$ cat src/rtl/arc_length_path_history_buffer_unit_macros.svh
// Assertion macros for the arc-length path history buffer.
`ifndef ARC_LENGTH_PATH_HISTORY_BUFFER_UNIT_MACROS_SVH
`define ARC_LENGTH_PATH_HISTORY_BUFFER_UNIT_MACROS_SVH

// Condition holds at every clock edge out of reset.
`define ALPB_ASSERT_ALWAYS(label, clk, rst_n, cond, msg) \
	label: assert property (@(posedge clk) disable iff (!rst_n) (cond)) else $error(msg);

// Consequent holds in the same cycle as the antecedent.
`define ALPB_ASSERT_IMPLY(label, clk, rst_n, ante, cons, msg) \
	label: assert property (@(posedge clk) disable iff (!rst_n) (ante) |-> (cons)) else $error(msg);

// Consequent holds in the cycle after the antecedent.
`define ALPB_ASSERT_NEXT(label, clk, rst_n, ante, cons, msg) \
	label: assert property (@(posedge clk) disable iff (!rst_n) (ante) |=> (cons)) else $error(msg);

`endif

$ cat src/rtl/alpb_pkg.sv
// Shared widths, codes and reset values of the arc-length path history buffer.
package alpb_pkg;

	// Coordinate and arithmetic widths
	localparam int COORD_BITS = 24;
	localparam int DIFF_W     = COORD_BITS + 1;
	localparam int PROD_W     = 2 * DIFF_W;
	localparam int SUM_W      = PROD_W + 2;
	localparam int ROOT_W     = SUM_W / 2;
	localparam int REM_W      = ROOT_W + 2;
	localparam int SQ_CNT_W   = $clog2(ROOT_W);

	// Register and result widths
	localparam int ARC_W      = 32;
	localparam int INTERVAL_W = 24;
	localparam int LINK_CNT_W = 6;
	localparam int LINK_LEN_W = 24;
	localparam int CFG_IDX_W  = 2;
	localparam int CFG_DATA_W = 32;
	localparam int CNT_OUT_W  = 9;
	localparam int STATUS_W   = 2;

	typedef logic signed [COORD_BITS-1:0] coord_t;
	typedef logic [STATUS_W-1:0]          status_t;
	typedef logic [CFG_IDX_W-1:0]         cfg_idx_t;

	// Result status codes
	localparam status_t STATUS_SEEDED   = 2'd0;
	localparam status_t STATUS_RECORDED = 2'd1;
	localparam status_t STATUS_IGNORED  = 2'd2;

	// Configuration register indexes
	localparam cfg_idx_t CFG_SAMPLE_INTERVAL = 2'd0;
	localparam cfg_idx_t CFG_MAX_ARC_LENGTH  = 2'd1;
	localparam cfg_idx_t CFG_LINK_COUNT      = 2'd2;
	localparam cfg_idx_t CFG_LINK_LENGTH     = 2'd3;

	// Register reset values
	localparam logic [INTERVAL_W-1:0] RST_SAMPLE_INTERVAL = 24'd3277;
	localparam logic [ARC_W-1:0]      RST_MAX_ARC_LENGTH  = 32'd327680;
	localparam logic [LINK_CNT_W-1:0] RST_LINK_COUNT      = 6'd4;
	localparam logic [LINK_LEN_W-1:0] RST_LINK_LENGTH     = 24'd32768;

endpackage

$ cat src/rtl/alpb_isqrt.sv
// Bit-serial integer square root: one result bit per cycle, floor of the root.
module alpb_isqrt (
	input  logic                       clk,
	input  logic                       arst_n,
	input  logic                       start,
	input  logic [alpb_pkg::SUM_W-1:0] radicand,
	output logic                       done,
	output logic [alpb_pkg::ROOT_W-1:0] root
);
	import alpb_pkg::*;

	logic                busy_q;
	logic                done_q;
	logic [SQ_CNT_W-1:0] cnt_q;
	logic [SUM_W-1:0]    rad_q;
	logic [REM_W-1:0]    rem_q;
	logic [ROOT_W-1:0]   root_q;

	logic [REM_W-1:0] rem_sh;
	logic [REM_W-1:0] trial;
	logic             fits;

	// Bring down the next two radicand bits and try the next root bit
	always_comb begin
		rem_sh = {rem_q[REM_W-3:0], rad_q[SUM_W-1 -: 2]};
		trial  = {root_q, 2'b01};
		fits   = (rem_sh >= trial);
	end

	// Sequencing
	always_ff @(posedge clk or negedge arst_n) begin
		if (!arst_n) begin
			busy_q <= 1'b0;
			done_q <= 1'b0;
			cnt_q  <= '0;
		end else begin
			// Flag the last iteration for one cycle
			done_q <= !start && busy_q && (cnt_q == '0);
			if (start) begin
				busy_q <= 1'b1;
				cnt_q  <= SQ_CNT_W'(ROOT_W - 1);
			end else if (busy_q) begin
				cnt_q <= cnt_q - SQ_CNT_W'(1);
				if (cnt_q == '0) begin
					busy_q <= 1'b0;
				end
			end
		end
	end

	// Datapath
	always_ff @(posedge clk) begin
		if (start) begin
			rad_q  <= radicand;
			rem_q  <= '0;
			root_q <= '0;
		end else if (busy_q) begin
			rad_q  <= rad_q << 2;
			rem_q  <= fits ? (rem_sh - trial) : rem_sh;
			root_q <= {root_q[ROOT_W-2:0], fits};
		end
	end

	assign done = done_q;
	assign root = root_q;
endmodule

$ cat config.mk
export PLATFORM = sky130hd
export DESIGN_NAME = alpb_isqrt
export DESIGN_NICKNAME = d
export VERILOG_FILES = /design/src/rtl/arc_length_path_history_buffer_unit_macros.svh /design/src/rtl/alpb_pkg.sv /design/src/rtl/alpb_isqrt.sv
export SDC_FILE = /design/constraint.sdc
export NUM_CORES = 1
export LEC_CHECK = 0
export ABC_AREA = 1
export BUFFER_PORTS_ARGS = -buffer_cell sky130_fd_sc_hd__buf_2
export CAP_MARGIN = 20
export CORE_MARGIN = 2
export CORE_UTILIZATION = 62
export DETAILED_ROUTE_END_ITERATION = 8
export PLACE_DENSITY = 0.85
export SYNTH_ARGS = -nofsm -noshare
export SYNTH_HDL_FRONTEND = slang
export SYNTH_SLANG_ARGS = --single-unit
$ cat constraint.sdc
create_clock -name clk -period 8.7 [get_ports clk]
set_clock_uncertainty 0.2 [all_clocks]
set_input_delay 0 -clock clk [delete_from_list [all_inputs] [get_ports clk]]
set_output_delay 0 -clock clk [all_outputs]
set_load 0.05 [all_outputs]
# Yosys cells after proc, flatten, opt, wreduce, memory -nomap -nowiden
# Index checks and enable logic that the tools add are counted.
word_totals:
  output_inout_bits: 27
  regBits: 111
classes:
  mux: 8
  magnitude_cmp: 1
  reduce_logical: 5
  add_sub_neg: 2
ops:
  columns: ["op", "n"]
  rows:
  - ["2-to-1 mux 52 bit", 2]
  - ["greater-or-equal comparator 28 bit", 1]
  - ["2-to-1 mux 26 bit", 1]
  - ["subtractor 26 bit", 1]
  - ["2-to-1 mux 5 bit", 2]
  - ["zero test 5 bit", 1]
  - ["subtractor 5 x 1 -> 5 bit (second input constant)", 1]
  - ["2-to-1 mux 1 bit", 3]
  - ["logical AND 1 bit", 2]
  - ["nonzero test 2 bit", 1]
  - ["zero test 1 bit", 1]

# Logic depth before layout (Yosys ltp)
# Gate-level depths: netlist of run 1.
depth:
  word_depth: 4
  ltp_mapped: 15
  mapped_depth_nobuf: 15

# Worst setup path after synthesis of run 1
# OpenSTA, ideal clock, no wires.
synth_timing:
  path_type: "reg-to-reg"
  start: "register busy_q"
  end: "register rad_q[0] (enable)"
  path_buffers: 1
  period_less_slack_ps: 2837
  t_arrival_ps: 2200
  setup_time_ps: 437
  path_stages_with_launch: 4
  path_slack_ps: 5863
  path_cell_list: "dfrtp_1 -> nor2_1 -> inv_1 -> clkbuf_1"
synth_between:
  elab_chain_len: 1
synth_lines:
  columns: ["item", "line", "rtl"]
  rows:
  - ["start: declaration", "alpb_isqrt.sv:12", "logic busy_q;"]
  - ["start signal: assignment", "alpb_isqrt.sv:33", "busy_q <= 1'b0;"]
  - ["start signal: assignment", "alpb_isqrt.sv:40", "busy_q <= 1'b1;"]
  - ["start signal: assignment", "alpb_isqrt.sv:45", "busy_q <= 1'b0;"]
  - ["nonzero test 2 bit (no line)", null, null]
  - ["end signal: assignment", "alpb_isqrt.sv:54", "rad_q <= radicand;"]
  - ["end signal: assignment", "alpb_isqrt.sv:58", "rad_q <= rad_q << 2;"]
  - ["end: declaration", "alpb_isqrt.sv:15", "logic [SUM_W-1:0] rad_q;"]
# Every way passes these cells.
# A chain may end at the register's enable or synchronous reset.

# Final worst setup path of run 1
layout_timing:
  start: "register root_q[12] (netlist: root[12])"
  end: "register rem_q[21]"
layout_between:
  elab_chain_len: 2
layout_lines:
  columns: ["item", "line", "rtl"]
  rows:
  - ["start: declaration", "alpb_isqrt.sv:17", "logic [ROOT_W-1:0] root_q;"]
  - ["start signal: assignment", "alpb_isqrt.sv:60", "root_q <= {root_q[ROOT_W-2:0], fits};"]
  - ["subtractor 26 bit / greater-or-equal comparator 28 bit (equally long branches)", "alpb_isqrt.sv:59, alpb_isqrt.sv:27", null]
  - ["2-to-1 mux 26 bit (*)", "alpb_isqrt.sv:59", "rem_q <= fits ? (rem_sh - trial) : rem_sh;"]
  - ["end signal: assignment", "alpb_isqrt.sv:59", null]
  - ["end: declaration", "alpb_isqrt.sv:16", "logic [REM_W-1:0] rem_q;"]
# Mark *: on every way between the ends. The rest lies on a longest branch, timed or not.

==> results of run 1 <==
==> worst paths after layout <==
kind / to / slack [ns] / cells past startpoint / start
setup / recovery: rem_q[21] / 5.23 / 14 / root[12]
hold / removal: cnt_q[0] / 0.15 / 3 / start
setup reg to reg: rem_q[21] / 5.23 / 14 / root[12]
hold reg to reg: rem_q[24] / 0.28 / 2 / rem_q[24]
max in group asynchronous: busy_q / 7.68 / 3 / arst_n
min in group asynchronous: cnt_q[3] / 0.37 / 3 / arst_n
==> synth_stat cells, drive strengths merged, types with 2 or more instances <==
cell type,instances,area [µm²]
edfxtp,52,1560
inv,133,499
o21bai,5,37.5
o22ai,26,163
o21ai,20,100
dfrtp,7,175
clkbuf,17,63.8
nand4,27,169
nand3b,4,30.0
xnor2,10,87.6
a21oi,20,108
nand2,388,1460
nor2,44,185
clkinv,2,7.51
nand3,55,293
dfxtp,52,1040
buf,11,63.8
ha,30,375
==> sequential cells by signal, summed over array words and instances, names as in the netlist <==
signal and count:
rad_q 52, cnt_q 5, root 26, done 1, busy_q 1, rem_q 26
==> area by class of cell <==
type	count	area [µm²]	area share
multi-input combinational	637	3070	0.399
sequential	111	2780	0.361
timing repair buffer	138	968	0.126
inverter	135	508	0.0660
tap	136	170	0.0221
clock buffer	9	124	0.0161
clock inverter	7	82.6	0.0107
==> layout by cell type, fill, tap and decap left out, drive strengths merged, types with 4 or more instances in the layout <==
master	instances
a21oi	20
nand3	55
clkbuf	9
clkinv	6
dfxtp	52
nor2	44
edfxtp	52
o21bai	5
dlygate4sd3	54
buf	84
o21ai	20
dfrtp	7
ha	30
o22ai	26
inv	136
nand4	27
xnor2	10
nand2	388
nand3b	4
==> per-layer routing <==
metal / part of all wire / global-route usage / vias up / wire length [µm]
met2: 0.48 / 0.577 / 295 / 8690
met4: 0.044 / 0.148 / 0 / 789
met5: 0 / 0 / - / 0
met3: 0.069 / 0.0576 / 70 / 1250
met1: 0.40 / 0.396 / 2894 / 7280
li1: - / - / 3134 / -
==> per-stage QoR <==
stage | power, mW | hold slack, ns | utilization | instance area, µm² | worst slack, ns
detailed placement | 2.01 | -0.359 | 0.680 | 6960 | 5.35
floorplan | 1.74 | -0.496 | - | 6480 | 5.86
finish | 2.39 | 0.146 | 0.753 | 7700 | 5.23
CTS | 2.35 | 0.140 | 0.753 | 7700 | 5.32
global route | 2.60 | 0.209 | 0.753 | 7700 | 4.97
global placement | 1.99 | -0.360 | 0.680 | 6960 | 5.38
==> worst max-delay path, cell delays in order, from the launching register on <==
cell and delay (ns):
dfxtp_1 0.34, inv_1 0.07, ha_1 0.36, nand2_1 0.17
inv_1 0.06, nand2_1 0.06, nand2_1 0.08, nand2_1 0.07
nand2_1 0.07, a21oi_2 0.83, nand3_4 0.56, nand2_2 0.30
nand2_1 0.09, nand2_1 0.07, nand2_1 0.05
==> kinds of logic after synthesis <==
group / after synthesis
compound gates: 73
fa+ha+maj: 30
xor+xnor: 11
simple gates: 523
buf+inv: 163
flops: 111
==> power by group through the flow <==
stage | Combinational [mW] | Clock (mW) | Sequential [mW]
floorplan | 1.05 | 0 | 0.688
global route | 1.56 | 0.352 | 0.685
finish | 1.38 | 0.330 | 0.679
CTS | 1.35 | 0.327 | 0.675
global placement | 1.30 | 0 | 0.684
detailed placement | 1.32 | 0 | 0.687
==> what timing repair did <==
item                                   4_1_cts  5_1_grt
endpoints found under the hold margin       59        0
resized for setup                            0        0
hold buffers                                54        0
==> reports/metrics.yaml, run 1 <==
cts:
  cts_root_buf: "clkbuf_8"
  post_cts_buffers: 0
  htreeDepth: 3
  clk_latency_ns: 0.39
  clockBufferDepth: 2
  numCtsBuffers: 9
  clk_pin_slew_ns: 0.11
  cts.sinks: 111
  cts_tree: "done"
sta:
  slew_viol_final: 0
  worstMarginPinSlew_ns: 1.12
  setup_viol: 0
  relSlewSlack: 0.252
  period_minus_slack_ns: 3.47
  fin_crit_sh: 0.399
  rsz0062_at_grt: "false"
  hold_viol_final: 0
  setup_tns_ns: 0
  fmax_ghz: 0.288
synth:
  synth-xor-area-share: 0.0149
  ys_types: 36
  synthMuxAreaShare: 0
  synth_compound_area_frac: 0.0652
  synth_area_um2: 6480
  syn_avg_cell_area_um2: 7.12
  yosys_warnings: 0
  async_flop_share: 0.0631
  ys_ff_latch: 111
  synthSimpleGateAreaFrac: 0.336
  synth_edf_count: 52
  synth_fp_nets: 996
  syn_inst: 911
  ys.flop_type: "edfxtp_1"
  synthAdderAreaFrac: 0.0579
  synth_top_family_by_area: "simple AND/OR/NAND/NOR gates"
  seq_area_frac_synth: 0.428
cells_and_area:
  stdcell_count: 1173
  antenna_cells: 0
  area_delta_synth_final_pct: 18.8
  fillers: 753
  fin_nets: 1117
  drive_above_1_share: 0.114
place:
  placedCellCount: 1103
  io_buffers: 81
  hpwl_um: 11000
  gp_congestion: 0.985
job:
  drv_cap: 0
global_routing:
  grt_use_total: 0.330
  antenna_found_initial: 0
  grt-ovfl-total: 0
  grt_pass1_vias: 6291
  grt_max_degree: 62
  grt_pass1_wl_um: 29200
pwr:
  p_comb_frac: 0.578
  peakVddDrop_v: 0.000156
  p_clk_frac: 0.138
  powerDensity_nw_per_um2: 310
  pwr-share-seq: 0.284
  swShare: 0.486
  intPower_mw: 1.23
  p_leak_nw: 4.02
  p_switching_mw: 1.16
route:
  drt-total-wl_um: 18000
  drc_errors: 0
  wl_per_cell_um: 15.3
  vias: 6393
  routed_via_density: 5.45
  first_iter_violations: 541
  first_pass_iters: 7
  ant_nets: 0
status:
  status: "finished, final reports clean"
setup_path:
  end_kind: "flop"
  required_ns: 8.78
  arrival_ns: 3.56
  worst_setup_path_start_kind: "flop"
  critPathMaxFanout: 27
  critPathKind: "reg2reg"
floorplanning:
  die_h_um: 106
  placementRows: 37
  initial_utilization: 0.634
  dieArea_um2: 11300
  core_um2: 10200
  io_pins: 82
  dieWidth_um: 106
worst_hold_path:
  hold_path.class: "in2reg"
Power figures use the tool's default switching activity.
==> inputs of run 2 (changes only) <==
- CORE_UTILIZATION: 62 -> 53
- PLACE_DENSITY: 0.85 -> 0.77
- clock period: 8.7 -> 2.8 ns (I/O delays scaled with it)
==> run 2 against run 1 <==
Design area rose by 3.2%. Via count fell by 2.1%. Sequential power rose to 3.1 times the previous value. Final cell count rose by 2.1%. Die area rose by 16%. Routed wire length fell by 1.4%. Register-to-register slack got worse by 4.9 ns. Combinational power rose to 3.2 times the previous value. Global-route usage fell by 4.6 points. Power rose to 3.3 times the previous value.
==> reports/metrics.yaml, run 2 (synthesized netlist as in run 1, its figures left out) <==
cells_and_area:
  multiInputGateArea_um2: 3070  # unchanged
  drive_above_1_share: 0.122  # was 0.114
  stdcell_count: 1198  # was 1,173
  largest_reg_flops: 52  # unchanged
  fillers: 1003  # was 753
  regArea_um2: 2780  # unchanged
  top_register: "rad_q"  # unchanged
  area_delta_synth_final_pct: 22.6  # was 18.8%
  antenna_cells: 0  # unchanged
  final_common_cell: "nand2_1"  # unchanged
  final_cell_mix: "nand2_1 (385), inv_1 (129), buf_2 (81), dlygate4sd3_1 (58), nand3_1 (53)"  # was nand2_1 (385), inv_1 (129), buf_2 (81), dlygate4sd3_1 (54), nand3_1 (53)
  fin_nets: 1131  # was 1,117
sta:
  rsz0062_at_grt: "false"  # unchanged
  worstMarginPinSlew_ns: 0.508  # was 1.12 ns
  fin_crit_sh: 0.895  # was 0.399
  slew_viol_final: 0  # unchanged
  fmax_ghz: 0.399  # was 0.288 GHz
  relSlewSlack: 0.662  # was 0.252
  setup_tns_ns: 0  # unchanged
  period_minus_slack_ns: 2.51  # was 3.47 ns
  setup_viol: 0  # unchanged
  hold_viol_final: 0  # unchanged
cts:
  clk_latency_ns: 0.36  # was 0.39 ns
  cts_tree: "done"  # unchanged
  cts_resized: 0  # unchanged
  cts.sinks: 111  # unchanged
  numCtsBuffers: 9  # unchanged
  clockBufferDepth: 2  # unchanged
  cts_hold_buffers: 58  # was 54
  htreeDepth: 3  # unchanged
  cts_root_buf: "clkbuf_16"  # was clkbuf_8
  clk_pin_slew_ns: 0.08  # was 0.11 ns
  post_cts_buffers: 0  # unchanged
floorplanning:
  die_h_um: 115  # was 106 µm
  placementRows: 40  # was 37
  dieArea_um2: 13100  # was 11,300 µm²
  dieWidth_um: 115  # was 106 µm
  io_pins: 82  # unchanged
  initial_utilization: 0.542  # was 0.634
  core_um2: 12000  # was 10,200 µm²
route:
  drt-total-wl_um: 17700  # was 18,000 µm
  routed_via_density: 5.22  # was 5.45
  first_iter_violations: 385  # was 541
  routed.top_layer: "met4"  # unchanged
  wl_per_cell_um: 14.8  # was 15.3 µm
  vias: 6257  # was 6,393
  drc_errors: 0  # unchanged
  met2_wirelength_um: 8700  # was 8690 µm
  wl_met3_um: 1200  # was 1250 µm
  ant_nets: 0  # unchanged
  drt-met1-wl_um: 7390  # was 7280 µm
  first_pass_iters: 5  # was 7
job:
  drv_cap: 0  # unchanged
global_routing:
  grt_pass1_vias: 6200  # was 6,291
  grt-ovfl-total: 0  # unchanged
  antenna_found_initial: 0  # unchanged
  grt_max_degree: 62  # unchanged
  grt_use_total: 0.284  # was 0.330
  grt_pass1_wl_um: 29200  # about the same
setup_path:
  critPathKind: "reg2reg"  # unchanged
  critPathMaxFanout: 20  # was 27
  end_kind: "flop"  # unchanged
  arrival_ns: 2.54  # was 3.56 ns
  required_ns: 2.84  # was 8.78 ns
  worst_setup_path_start_kind: "flop"  # unchanged
place:
  io_buffers: 81  # unchanged
  gp_congestion: 0.969  # was 0.985
  hpwl_um: 11300  # was 11,000 µm
  placedCellCount: 1124  # was 1,103
worst_hold_path:
  hold_path.class: "in2reg"  # unchanged
pwr:
  powerDensity_nw_per_um2: 989  # was 310 nW/µm²
  p_leak_nw: 4.14  # was 4.02 nW
  peakVddDrop_v: 0.000387  # was 0.000156 V
status:
  status: "finished, final reports clean"  # unchanged
[run 2: routing by layer]
metal	up-vias	track usage
li1	3164	-
met1	2815	0.342
met2	241	0.497
met3	37	0.0566
met4	0	0.110
met5	-	0
[run 2: worst paths after layout]
kind	startpoint	cells past startpoint	end	slack [ns]
min reg2reg	rem_q[25]	2	rem_q[25]	0.26
min in group asynchronous	arst_n	3	cnt_q[4]	0.39
min	radicand[44]	4	rad_q[44]	0.25
max reg2reg	root[13]	13	rem_q[5]	0.29
max in group asynchronous	arst_n	3	cnt_q[3]	1.77
max	root[13]	13	rem_q[5]	0.29
[run 2: metrics by stage]
step	util	power, mW	hold slack [ns]	cell area, µm²	setup slack [ns]
floorplan	-	5.40	-0.496	6480	0.324
global placement	0.590	6.32	-0.358	7060	0.348
detailed placement	0.590	6.35	-0.360	7060	0.334
CTS	0.665	7.80	0.223	7950	0.294
global route	0.665	8.58	0.249	7950	0.0561
finish	0.665	7.86	0.248	7950	0.293
[run 2: report_power, final]
group	leakage [nW]	internal, mW	switching [mW]
registers	1.08	1.96	0.136
clock network	0.156	0.717	0.654
logic	2.91	1.57	2.82
total	4.14	4.25	3.61
[run 2: area by class of cell]
cell class              count  area share
clock buffers               9      0.0283
flip-flops and latches    111       0.349
clock inverters             7      0.0109
inverters                 135      0.0639
multi-input cells         637       0.386
well taps                 147      0.0231
repair buffers            152       0.138
[run 2: worst max-delay path, cell delays in order, from the launching register on]
cell and delay, ns:
dfxtp_1 0.33, inv_1 0.06, ha_1 0.37, nand2_1 0.19, inv_1 0.06, nand2_1 0.07, nand2_1 0.08, nand2_1 0.07
nand2_1 0.07, a21oi_2 0.20, buf_4 0.30, nand4_1 0.18, nand3_1 0.11, o21ai_0 0.08
